[config.mk]
export PLATFORM = sky130hd
export DESIGN_NAME = irb_coord
export DESIGN_NICKNAME = d
export VERILOG_FILES = /design/src/sv/irb_pkg.sv /design/src/sv/irb_coord.sv
export SDC_FILE = /design/constraint.sdc
export NUM_CORES = 2
export LEC_CHECK = 0
export BUFFER_PORTS_ARGS = -buffer_cell sky130_fd_sc_hd__buf_2
export CAP_MARGIN = 20
export CORE_MARGIN = 2
export CORE_UTILIZATION = 55
export CTS_CLUSTER_SIZE = 10
export DETAILED_ROUTE_END_ITERATION = 6
export GPL_TIMING_DRIVEN = 0
export PLACE_DENSITY = 0.73
export SETUP_SLACK_MARGIN = 0.05
export SYNTH_ARGS = -nofsm -noshare
export SYNTH_HDL_FRONTEND = slang
export SYNTH_SLANG_ARGS = --single-unit
export TNS_END_PERCENT = 100
[constraint.sdc]
create_clock -name aclk -period 14.8 [get_ports aclk]
set_input_delay 2.22 -clock aclk [delete_from_list [all_inputs] [get_ports aclk]]
set_output_delay 2.22 -clock aclk [all_outputs]
set_load 0.02 [all_outputs]
[src/sv/irb_pkg.sv]
// shared types and constants of the bilinear image rotator
`default_nettype none

package irb_pkg;

    // configuration register indexes
    localparam int CFG_IDX_W = 2;
    localparam logic [CFG_IDX_W-1:0] CFG_COS  = 2'd0;
    localparam logic [CFG_IDX_W-1:0] CFG_SIN  = 2'd1;
    localparam logic [CFG_IDX_W-1:0] CFG_ROWS = 2'd2;
    localparam logic [CFG_IDX_W-1:0] CFG_COLS = 2'd3;

    // item kinds
    localparam logic KIND_WRITE   = 1'b0;
    localparam logic KIND_REQUEST = 1'b1;

    localparam int CFG_W   = 16;  // widest register
    localparam int TRIG_W  = 16;  // q1.14 cosine and sine
    localparam int SIZE_W  = 10;  // rows / cols registers
    localparam int POS_W   = 9;   // row / col fields
    localparam int PIX_W   = 8;
    localparam int DIFF_W  = 11;  // position minus centre
    localparam int PROD_W  = DIFF_W + TRIG_W;
    localparam int XP_W    = 28;  // q.14 source coordinate
    localparam int FRAC_W  = 14;
    localparam int COORD_W = XP_W - FRAC_W;
    localparam int WGT_W   = 8;
    localparam int OUT_W   = 16;

    typedef struct packed {
        logic              kind;
        logic [POS_W-1:0]  row;
        logic [POS_W-1:0]  col;
        logic [PIX_W-1:0]  pix;
    } item_t;

    typedef struct packed {
        logic signed [TRIG_W-1:0] cos_a;
        logic signed [TRIG_W-1:0] sin_a;
        logic [SIZE_W-1:0]        rows;
        logic [SIZE_W-1:0]        cols;
        logic signed [DIFF_W-1:0] cr;
        logic signed [DIFF_W-1:0] cc;
    } geom_t;

    typedef struct packed {
        item_t                  item;
        logic signed [XP_W-1:0] xp;
        logic signed [XP_W-1:0] yp;
    } pos_t;

    typedef struct packed {
        logic                   kind;
        logic [3:0][PIX_W-1:0]  q;       // bank outputs, index {row parity, col parity}
        logic                   px;
        logic                   py;
        logic [3:0]             in_img;  // index {dx, dy}
        logic [WGT_W-1:0]       ax;
        logic [WGT_W-1:0]       ay;
    } tap_t;

endpackage

`default_nettype wire

[src/sv/irb_coord.sv]
// inverse rotation of the requested position, three register stages
`default_nettype none

module irb_coord (
    input  wire logic           aclk,
    input  wire logic           aresetn,
    input  wire logic           in_valid,
    output logic                in_ready,
    input  wire irb_pkg::item_t in_item,
    input  wire irb_pkg::geom_t geom,
    output logic                out_valid,
    input  wire logic           out_ready,
    output irb_pkg::pos_t       out_pos
);

    logic v1_reg, v2_reg, v3_reg;
    logic adv1, adv2, adv3;

    irb_pkg::item_t item1_reg, item2_reg;
    logic signed [irb_pkg::DIFF_W-1:0] di_reg, dj_reg;
    logic signed [irb_pkg::PROD_W-1:0] p_dc_reg, p_ds_reg, p_is_reg, p_jc_reg;
    irb_pkg::pos_t pos_reg;

    logic signed [irb_pkg::DIFF_W-1:0] di_next, dj_next;
    logic signed [irb_pkg::PROD_W-1:0] p_dc_next, p_ds_next, p_is_next, p_jc_next;
    logic signed [irb_pkg::XP_W-1:0]   xp_next, yp_next;

    assign adv3     = !v3_reg || out_ready;
    assign adv2     = !v2_reg || adv3;
    assign adv1     = !v1_reg || adv2;
    assign in_ready = adv1;

    always_comb begin
        di_next   = $signed({2'b00, in_item.row}) - geom.cr;
        dj_next   = $signed({2'b00, in_item.col}) - geom.cc;
        p_dc_next = di_reg * geom.cos_a;
        p_ds_next = dj_reg * geom.sin_a;
        p_is_next = di_reg * geom.sin_a;
        p_jc_next = dj_reg * geom.cos_a;
        xp_next   = irb_pkg::XP_W'(p_dc_reg) + irb_pkg::XP_W'(p_ds_reg)
                  + (irb_pkg::XP_W'(geom.cr) <<< irb_pkg::FRAC_W);
        yp_next   = irb_pkg::XP_W'(p_jc_reg) - irb_pkg::XP_W'(p_is_reg)
                  + (irb_pkg::XP_W'(geom.cc) <<< irb_pkg::FRAC_W);
    end

    always_ff @(posedge aclk) begin
        if (!aresetn) begin
            v1_reg <= 1'b0;
            v2_reg <= 1'b0;
            v3_reg <= 1'b0;
        end else begin
            if (adv1) v1_reg <= in_valid;
            if (adv2) v2_reg <= v1_reg;
            if (adv3) v3_reg <= v2_reg;
        end
    end

    always_ff @(posedge aclk) begin
        if (adv1) begin
            item1_reg <= in_item;
            di_reg    <= di_next;
            dj_reg    <= dj_next;
        end
        if (adv2) begin
            item2_reg <= item1_reg;
            p_dc_reg  <= p_dc_next;
            p_ds_reg  <= p_ds_next;
            p_is_reg  <= p_is_next;
            p_jc_reg  <= p_jc_next;
        end
        if (adv3) begin
            pos_reg.item <= item2_reg;
            pos_reg.xp   <= xp_next;
            pos_reg.yp   <= yp_next;
        end
    end

    assign out_valid = v3_reg;
    assign out_pos   = pos_reg;

    // a held item is never dropped while the next stage is stalled
    a_hold1: assert property (@(posedge aclk) disable iff (!aresetn)
        (v1_reg && !adv2) |=> v1_reg) else $error("stage 1 item lost");
    a_hold2: assert property (@(posedge aclk) disable iff (!aresetn)
        (v2_reg && !adv3) |=> v2_reg) else $error("stage 2 item lost");
    a_hold3: assert property (@(posedge aclk) disable iff (!aresetn)
        (v3_reg && !out_ready) |=> (v3_reg && $stable(pos_reg)))
        else $error("stage 3 item changed while stalled");

endmodule

`default_nettype wire

==> flow_metrics.tcl <==
set metrics [dict create \
    grt_max_degree 68 \
    fin_crit_ns 8.37 \
    dp_hpwl_mm 75.6 \
    start_kind "input pin" \
    die_area_mm2 0.0712 \
    vias_per_cell 5.46 \
    track_usage_pct 27.9 \
    nets 5076 \
    htreeDepth 2 \
    syn-cell-area_mm2 0.0380 \
    critPathArrivalTime_ns 8.63 \
    drc 0 \
    root_buffer "clkbuf_16" \
    cts_buffer_depth 3 \
    wl_per_cell_um 19.4 \
    holdBufCountCts 0 \
    yosysTopAreaCell "fa_1" \
    async_flop_share_pct 0 \
    cts-resized-gates 0 \
    antenna_found_initial 5 \
    ys_types 67 \
    crit_path_max_fanout 10 \
    slew_headroom_pct 22.2 \
    syn_inst 3758 \
    die_w_um 267 \
    ys_seq_area_share_pct 21.3 \
    worstHoldStart "item2_reg[11]" \
    routed_wl_mm 94.3 \
    nFillCells 5826 \
    worstMarginPinSlew_ns 1.17 \
    fin_worst_skew_ns 0.0266 \
    synthTopCellsByArea "fa_1 36%, edfxtp_1 21%, ha_1 11%" \
    grt_overflow 0 \
    r2r_start "di_reg[5]" \
    numCtsBuffers 34 \
    worst-setup-path-type "input pin to flip-flop" \
    postCtsSetupRepairBufs 0 \
    ioPinCount 190 \
    hold_viol_final 0 \
    antenna_left 0 \
    hp-class "flip-flop to flip-flop" \
    ys_ff_latch 270 \
    layout-drive-gt1-share_pct 5.85 \
    gp_congestion 0.976 \
    vias 26600 \
    r2r_setup_slack_ns 7.29 \
    cts_tree "done" \
    portBuffers 169 \
    rows 96 \
    cts_num_sinks 270 \
    status "completed" \
    yosysWarnings 0 \
    area_growth_pct 7.98 \
    setup_violations 0 \
    cts.reportedPaths.clkPinSlew_ns 0.05 \
    clk_latency_ns 0.55 \
    synth_flop_cell "edfxtp_1" \
    r2r-end "p_is_reg[25]" \
    min_period_over_period_pct 56.5 \
    reg2reg_depth 20 \
    die_h_um 267 \
    hold_end "out_pos[67]" \
    grt_pass1_wl_mm 150 \
    drv_slew 0 \
    drv_cap 0 \
    dr.pass1.iters 6 \
    cp-end-kind "flip-flop" \
    grt_pass1_vias 27300 \
    netlist.area_leader.share_pct 35.7 \
    start_util_pct 55.5 \
    syn_avg_cell_area_um2 10.1 \
    fmax_mhz 120 \
    core_mm2 0.0685 \
    hold_depth 0 \
    drt_iter0_drc 2112 \
    largest_reg_flops 83 \
    synth.most_common_cell "inv_1" \
    critPathRequiredTime_ns 15.06 \
    setup_tns_ns 0 \
    synth_edf_count 267 \
    grt_setup_unrepaired "no" \
    syn-num-nets 4867 \
    synth_common_cells "868 x inv_1, 678 x fa_1, 413 x nand2_1" \
]
## area by class of cell
cell class	count	area [um2]	share of cell area (%)
Inverter	869	3260	7.96
Buffer	131	492	1.20
Tap cell	882	1100	2.69
Multi-Input combinational cell	2488	26200	63.8
Clock buffer	42	891	2.17
Sequential cell	270	8080	19.7
Antenna cell	3	7.51	0.0183
Timing Repair Buffer	173	948	2.31
Clock inverter	7	57.6	0.140
## critical path, cell delays in order
cell and delay (ns):
buf_2 0.14, clkbuf_1 0.65, nand2_1 0.18, fa_1 0.55, fa_1 0.52, inv_1 0.07, fa_1 0.50, fa_1 0.50
inv_1 0.05, fa_1 0.52, inv_1 0.05, ha_1 0.22, or4_1 0.54, a211oi_1 0.30, a21boi_2 0.32, o41ai_1 0.18
a21oi_1 0.36, o31ai_1 0.17, a31o_2 0.27, a21oi_1 0.17, xnor2_1 0.13
## metal layers
layer / vias up / part of all wire [%] / track usage (%)
met3: 268 / 10 / 7.44
met2: 1151 / 45 / 43.4
met5: - / 0.090 / 0.693
li1: 12000 / - / -
met4: 6 / 5.7 / 13.2
met1: 13200 / 39 / 36.5
## through the flow
stage | worst slack, ns | instance area, um2 | hold WS, ns | util (%) | cells
2_1_floorplan | 7.40 | 38000 | 0.400 | - | 3758
3_5_place_dp | 6.11 | 40000 | 0.405 | 58.5 | 4813
6_report | 6.43 | 41000 | 0.410 | 59.9 | 4865
3_3_place_gp | 6.12 | 39900 | 0.400 | 58.3 | 4809
4_1_cts | 6.68 | 41000 | 0.407 | 59.9 | 4862
5_1_grt | 6.31 | 41000 | 0.421 | 59.9 | 4862
## logic make-up after synthesis
| family | Yosys count | share of synthesized area, % |
|---|---|---|
| flops | 270 | 21.3 |
| simple gates | 942 | 11.9 |
| buf+inv | 1000 | 9.89 |
| fa+ha+maj | 1004 | 46.5 |
| mux | 2 | 0.0527 |
| xor+xnor | 168 | 3.88 |
| compound gates | 372 | 6.52 |
## layout by cell type, fill, tap and decap left out, types with 29 or more instances in the layout
master	n
a21o_1	59
clkbuf_1	137
nand2_1	412
inv_1	867
buf_2	169
fa_1	678
xnor2_1	133
o21ai_0	65
ha_1	326
nor2_1	128
xor2_1	35
clkbuf_16	34
and2_1	280
a21oi_1	106
nand2b_1	29
edfxtp_1	267
## worst max-delay path by stage
stage	cells after the start	end	from	slack, ns
after floorplan	20	p_is_reg[25]	geom[50]	7.40
after global placement	21	p_is_reg[25]	geom[51]	6.12
after CTS	21	p_is_reg[25]	geom[53]	6.68
after global routing	23	p_dc_reg[25]	geom[65]	6.31
final	21	p_is_reg[25]	geom[53]	6.43
after detailed placement	21	p_is_reg[25]	geom[53]	6.11
Power is not shown: default switching activity piles up to over one toggle a cycle in this logic, so the estimate is an artifact.
