$ cat src/sv/irb_pkg.sv
// shared types and constants of the bilinear image rotator
`default_nettype none

package irb_pkg;

    // configuration register indexes
    localparam int CFG_IDX_W = 2;
    localparam logic [CFG_IDX_W-1:0] CFG_COS  = 2'd0;
    localparam logic [CFG_IDX_W-1:0] CFG_SIN  = 2'd1;
    localparam logic [CFG_IDX_W-1:0] CFG_ROWS = 2'd2;
    localparam logic [CFG_IDX_W-1:0] CFG_COLS = 2'd3;

    // item kinds
    localparam logic KIND_WRITE   = 1'b0;
    localparam logic KIND_REQUEST = 1'b1;

    localparam int CFG_W   = 16;  // widest register
    localparam int TRIG_W  = 16;  // q1.14 cosine and sine
    localparam int SIZE_W  = 10;  // rows / cols registers
    localparam int POS_W   = 9;   // row / col fields
    localparam int PIX_W   = 8;
    localparam int DIFF_W  = 11;  // position minus centre
    localparam int PROD_W  = DIFF_W + TRIG_W;
    localparam int XP_W    = 28;  // q.14 source coordinate
    localparam int FRAC_W  = 14;
    localparam int COORD_W = XP_W - FRAC_W;
    localparam int WGT_W   = 8;
    localparam int OUT_W   = 16;

    typedef struct packed {
        logic              kind;
        logic [POS_W-1:0]  row;
        logic [POS_W-1:0]  col;
        logic [PIX_W-1:0]  pix;
    } item_t;

    typedef struct packed {
        logic signed [TRIG_W-1:0] cos_a;
        logic signed [TRIG_W-1:0] sin_a;
        logic [SIZE_W-1:0]        rows;
        logic [SIZE_W-1:0]        cols;
        logic signed [DIFF_W-1:0] cr;
        logic signed [DIFF_W-1:0] cc;
    } geom_t;

    typedef struct packed {
        item_t                  item;
        logic signed [XP_W-1:0] xp;
        logic signed [XP_W-1:0] yp;
    } pos_t;

    typedef struct packed {
        logic                   kind;
        logic [3:0][PIX_W-1:0]  q;       // bank outputs, index {row parity, col parity}
        logic                   px;
        logic                   py;
        logic [3:0]             in_img;  // index {dx, dy}
        logic [WGT_W-1:0]       ax;
        logic [WGT_W-1:0]       ay;
    } tap_t;

endpackage

`default_nettype wire

$ cat src/sv/irb_blend.sv
// bilinear weighting of the four neighbours, three register stages
`default_nettype none

module irb_blend (
    input  wire logic          aclk,
    input  wire logic          aresetn,
    input  wire logic          in_valid,
    output logic               in_ready,
    input  wire irb_pkg::tap_t in_tap,
    output logic               out_valid,
    input  wire logic          out_ready,
    output logic [irb_pkg::OUT_W-1:0] out_value
);

    localparam int W_W = 2 * irb_pkg::WGT_W + 1;
    localparam int P_W = W_W + irb_pkg::PIX_W;

    logic v5_reg, v6_reg, v7_reg;
    logic adv5, adv6, adv7;

    logic [3:0][irb_pkg::PIX_W-1:0] f_reg;
    logic [3:0][W_W-1:0]            w_reg;
    logic [3:0][P_W-1:0]            p_reg;
    logic [irb_pkg::OUT_W-1:0]      out_reg;

    logic [3:0][irb_pkg::PIX_W-1:0] f_next;
    logic [3:0][W_W-1:0]            w_next;
    logic [3:0][P_W-1:0]            p_next;
    logic [1:0][irb_pkg::WGT_W:0]   wx, wy;
    logic [1:0]                     bsel;
    logic [P_W+1:0]                 sum;
    logic [W_W+1:0]                 wsum;

    assign adv7     = !v7_reg || out_ready;
    assign adv6     = !v6_reg || adv7;
    assign adv5     = !v5_reg || adv6;
    assign in_ready = adv5;

    always_comb begin
        wx[0] = 9'd256 - {1'b0, in_tap.ax};
        wx[1] = {1'b0, in_tap.ax};
        wy[0] = 9'd256 - {1'b0, in_tap.ay};
        wy[1] = {1'b0, in_tap.ay};
        for (int k = 0; k < 4; k++) begin
            bsel      = {in_tap.px ^ k[1], in_tap.py ^ k[0]};
            f_next[k] = in_tap.in_img[k] ? in_tap.q[bsel] : '0;
            w_next[k] = W_W'(wx[k[1]] * wy[k[0]]);
            p_next[k] = P_W'(w_reg[k] * f_reg[k]);
        end
        sum  = (P_W+2)'(p_reg[0]) + (P_W+2)'(p_reg[1])
             + (P_W+2)'(p_reg[2]) + (P_W+2)'(p_reg[3]);
        wsum = (W_W+2)'(w_reg[0]) + (W_W+2)'(w_reg[1])
             + (W_W+2)'(w_reg[2]) + (W_W+2)'(w_reg[3]);
    end

    always_ff @(posedge aclk) begin
        if (!aresetn) begin
            v5_reg <= 1'b0;
            v6_reg <= 1'b0;
            v7_reg <= 1'b0;
        end else begin
            // write items end here
            if (adv5) v5_reg <= in_valid && (in_tap.kind == irb_pkg::KIND_REQUEST);
            if (adv6) v6_reg <= v5_reg;
            if (adv7) v7_reg <= v6_reg;
        end
    end

    always_ff @(posedge aclk) begin
        if (adv5) begin
            f_reg <= f_next;
            w_reg <= w_next;
        end
        if (adv6) p_reg   <= p_next;
        if (adv7) out_reg <= sum[irb_pkg::OUT_W+7:8];
    end

    assign out_valid = v7_reg;
    assign out_value = out_reg;

    a_wsum: assert property (@(posedge aclk) disable iff (!aresetn)
        v5_reg |-> (wsum == (W_W+2)'(65536))) else $error("weights do not sum to one");
    a_range: assert property (@(posedge aclk) disable iff (!aresetn)
        v6_reg |-> (sum[P_W+1:24] == '0)) else $error("blend sum overflow");
    a_hold7: assert property (@(posedge aclk) disable iff (!aresetn)
        (v7_reg && !out_ready) |=> (v7_reg && $stable(out_reg)))
        else $error("result changed while stalled");

endmodule

`default_nettype wire

$ cat config.mk
export PLATFORM = sky130hd
export DESIGN_NAME = irb_blend
export DESIGN_NICKNAME = d
export VERILOG_FILES = /design/src/sv/irb_pkg.sv /design/src/sv/irb_blend.sv
export SDC_FILE = /design/constraint.sdc
export NUM_CORES = 2
export LEC_CHECK = 0
export BUFFER_PORTS_ARGS = -buffer_cell sky130_fd_sc_hd__buf_2
export CELL_PAD_IN_SITES_DETAIL_PLACEMENT = 1
export CELL_PAD_IN_SITES_GLOBAL_PLACEMENT = 1
export CORE_MARGIN = 1
export CORE_UTILIZATION = 45
export DETAILED_ROUTE_END_ITERATION = 12
export PLACE_DENSITY_LB_ADDON = 0.2
export SYNTH_ARGS = -nofsm -noshare
export SYNTH_HDL_FRONTEND = slang
export SYNTH_SLANG_ARGS = --single-unit
$ cat constraint.sdc
create_clock -name aclk -period 18.6 [get_ports aclk]
set_input_delay 3.72 -clock aclk [delete_from_list [all_inputs] [get_ports aclk]]
set_output_delay 3.72 -clock aclk [all_outputs]
set_load 0.01 [all_outputs]
==> results.py <==
metrics = {
    "detailed_routing": {
        "dr.first_iter.drc_count": 1092,
        "drc": 0,
        "wirelength_um": 92040,
        "drtPass1Iterations": 5,
        "dr_total_vias": 23750,
        "post_drt_wl_per_cell_um": 20.75,
        "postRouteAntennaNets": 0,
        "avgViaCountPerCell": 5.356,
    },
    "yosys": {
        "synth_seq_cells": 211,
        "ys_top_cells_by_area": "fa_1 33%, edfxtp_1 18%, ha_1 12%",
        "synth_flop_cell": "edfxtp_1",
        "synth.avg_cell_area_sq_um": 10.12,
        "synth_edf_count": 208,
        "synth-seq-area-share": 0.1830,
        "async_reset_ff_frac": 0,
        "synth_cell_types": 85,
        "synth_area_leader_cell": "fa_1",
        "post-synth-top-count-cell": "inv_1",
        "syn_area_sq_um": 34460,
        "syn-num-nets": 4372,
        "yosysWarnings": 0,
        "netlist_top_cells_count": "614 x inv_1, 565 x fa_1, 506 x and2_1",
        "synth_top_area_frac": 0.3282,
        "synthCells": 3406,
    },
    "outcome": {
        "status": "completed",
    },
    "clock_tree": {
        "ctsResizeCount": 0,
        "cts_root_buffer": "clkbuf_16",
        "clkSinkCount": 211,
        "clock_latency_ns": 0.60,
        "postCtsHoldBufs": 0,
        "clk_pin_slew_ns": 0.06,
        "post_cts_buffers": 0,
        "cts_buffers": 28,
        "cts_max_path_buffers": 3,
        "cts_tree": "done",
        "cts-htree-levels": 1,
    },
    "floorplanning": {
        "core_area_sq_um": 75820,
        "dieArea_sq_um": 77680,
        "die_w_um": 278.7,
        "initial_core_util": 0.4545,
        "ios": 77,
        "die_h_um": 278.7,
        "num_rows": 101,
    },
    "global_routing": {
        "antenna_found_initial": 4,
        "grt_overflow": 0,
        "grt_max_degree": 81,
        "grt_pass1_vias": 27340,
        "grt_first_pass_wirelength_um": 148500,
        "grt_usage": 0.2449,
    },
    "sta": {
        "finalCriticalPeriod_ns": 9.190,
        "slew_viol_final": 0,
        "hold_viol": 0,
        "timing.hold.ws_ns": 0.5515,
        "setup_viol": 0,
        "timing.fmax_mhz": 108.8,
        "fin_crit_sh": 0.4941,
        "grt_setup_unrepaired": "no",
        "final.setup_skew_ns": 0.04518,
        "tns_ns": 0,
        "max_slew_margin": 0.1761,
        "setup_slack_ns": 9.410,
        "tightest_slew_ns": 1.227,
    },
    "layout": {
        "drive_above_1_share": 0.05673,
        "fin_nets": 4399,
        "largest_reg_flops": 96,
        "multi_input_area_sq_um": 25530,
        "fillers": 8465,
        "seq_area_sq_um": 6306,
        "syn_to_final_growth_pct": 6.427,
    },
    "worst_setup_path": {
        "timing_worst_setup_path_type": "input pin to register",
        "r2r_slack_ns": 13.03,
        "path_max_fanout": 13,
        "crit_path_end_kind": "register",
        "cpMostUsedCell": "inv_1",
        "critPathArrivalTime_ns": 9.50,
        "cpPeakStageDelay_ns": 0.76,
        "crit_slowest_cell": "xor2_1",
        "critPathLaunchType": "input pin",
        "crit_family": "adder cells",
        "path_cells": "buf_2 > inv_1 > ha_1 > nand2_2 > or3_1 > xor2_1 > nand2_1 > fa_1 > inv_1 > fa_1 > ha_1 > inv_1 > fa_1 > inv_1 > ha_1 > nor2b_1 > o21ai_0 > a21boi_1 > o21ai_0 > a21oi_1 > a41oi_1 > nor2b_1 > xnor2_1",
        "crit_buf_inv": 5,
        "cp.required_ns": 18.91,
    },
    "run": {
        "max_cap_violations": 0,
    },
    "placement": {
        "dp_worst_setup_slack_ns": 8.865,
        "dp_hpwl_um": 77060,
        "io_buffers": 76,
        "place_congestion": 0.9252,
    },
    "power": {
        "irDropWorstVdd_v": 0.0001234,
        "p_leak_nw": 17.89,
        "power_density_nw_per_um2": 180.2,
    },
    "hold_path": {
        "min_path_type": "register to register",
    },
}
[worst reg2reg max path, stage by stage, from the launching register on]
cell and delay [ns]:
edfxtp_1 0.65, and2_1 0.32, fa_1 0.54, inv_1 0.06
fa_1 0.55, inv_1 0.06, fa_1 0.50, fa_1 0.41
ha_1 0.42, nand2_1 0.16, nor4_2 0.57, o41ai_4 0.16
a21oi_1 0.31, a311oi_1 0.16, o21ai_1 0.17, xor2_1 0.33
[final cells by class]
type | instances | area share
diodes | 2 | 0.0001365
clock buffers | 30 | 0.01931
clock inverters | 22 | 0.004265
inverters | 615 | 0.06295
multi-input cells | 2494 | 0.6962
flip-flops and latches | 211 | 0.1720
well taps | 978 | 0.03337
repair buffers | 83 | 0.01180
[layer usage]
metal / wire (um) / vias up / global-route usage
met4: 2745 / 0 / 0.06678
met5: 0 / - / 0
li1: - / 10820 / -
met1: 40480 / 12460 / 0.3168
met3: 2770 / 109 / 0.01991
met2: 46040 / 366 / 0.4392
[power by group]
part           internal [mW]  switching, mW  leakage (nW)
Clock                  0.279          0.230         0.413
Sequential             0.978          0.309          2.33
Combinational           2.07           2.74          15.1
[worst paths after layout]
check	depth (start not counted)	start	to
setup reg to reg	15	f_reg[10]	p_reg[47]
hold / removal	2	v5_reg	v6_reg
hold reg to reg	2	v5_reg	v6_reg
setup / recovery	23	in_tap[8]	w_reg[14]
[logic make-up after synthesis]
kind of cell,synth area share
buf+inv,0.07662
fa+ha+maj,0.4524
simple gates,0.1685
compound gates,0.05784
flops,0.1830
xor+xnor,0.04041
mux,0.02121
[metrics by stage]
stage               instance area, sq um  total power [mW]    util  instances
finish                             36670             6.607  0.4837       4435
global route                       36670             7.286  0.4836       4433
CTS                                36670             6.673  0.4836       4433
detailed placement                 35800             6.120  0.4722       4381
global placement                   35800             5.884  0.4722       4381
floorplan                          34460             4.729       -       3406
[layout by cell type, fill, tap and decap left out, drive strengths merged, types with 6 or more instances in the layout]
cell	count
nor2b	21
nand4	7
nor2	120
mux4	32
ha	342
a21o	31
a31oi	11
a211oi	8
o311ai	9
nand3	28
o21ai	52
nand2	332
and2	506
o2111ai	6
edfxtp	208
o21bai	14
a21oi	79
clkinv	14
nor3	37
inv	618
buf	83
a21boi	9
or3	11
fa	565
o31ai	7
xnor2	119
xor2	40
o21a	22
or2	6
clkbuf	30
and3	8
nand2b	11
(Power assumes the default switching activity.)
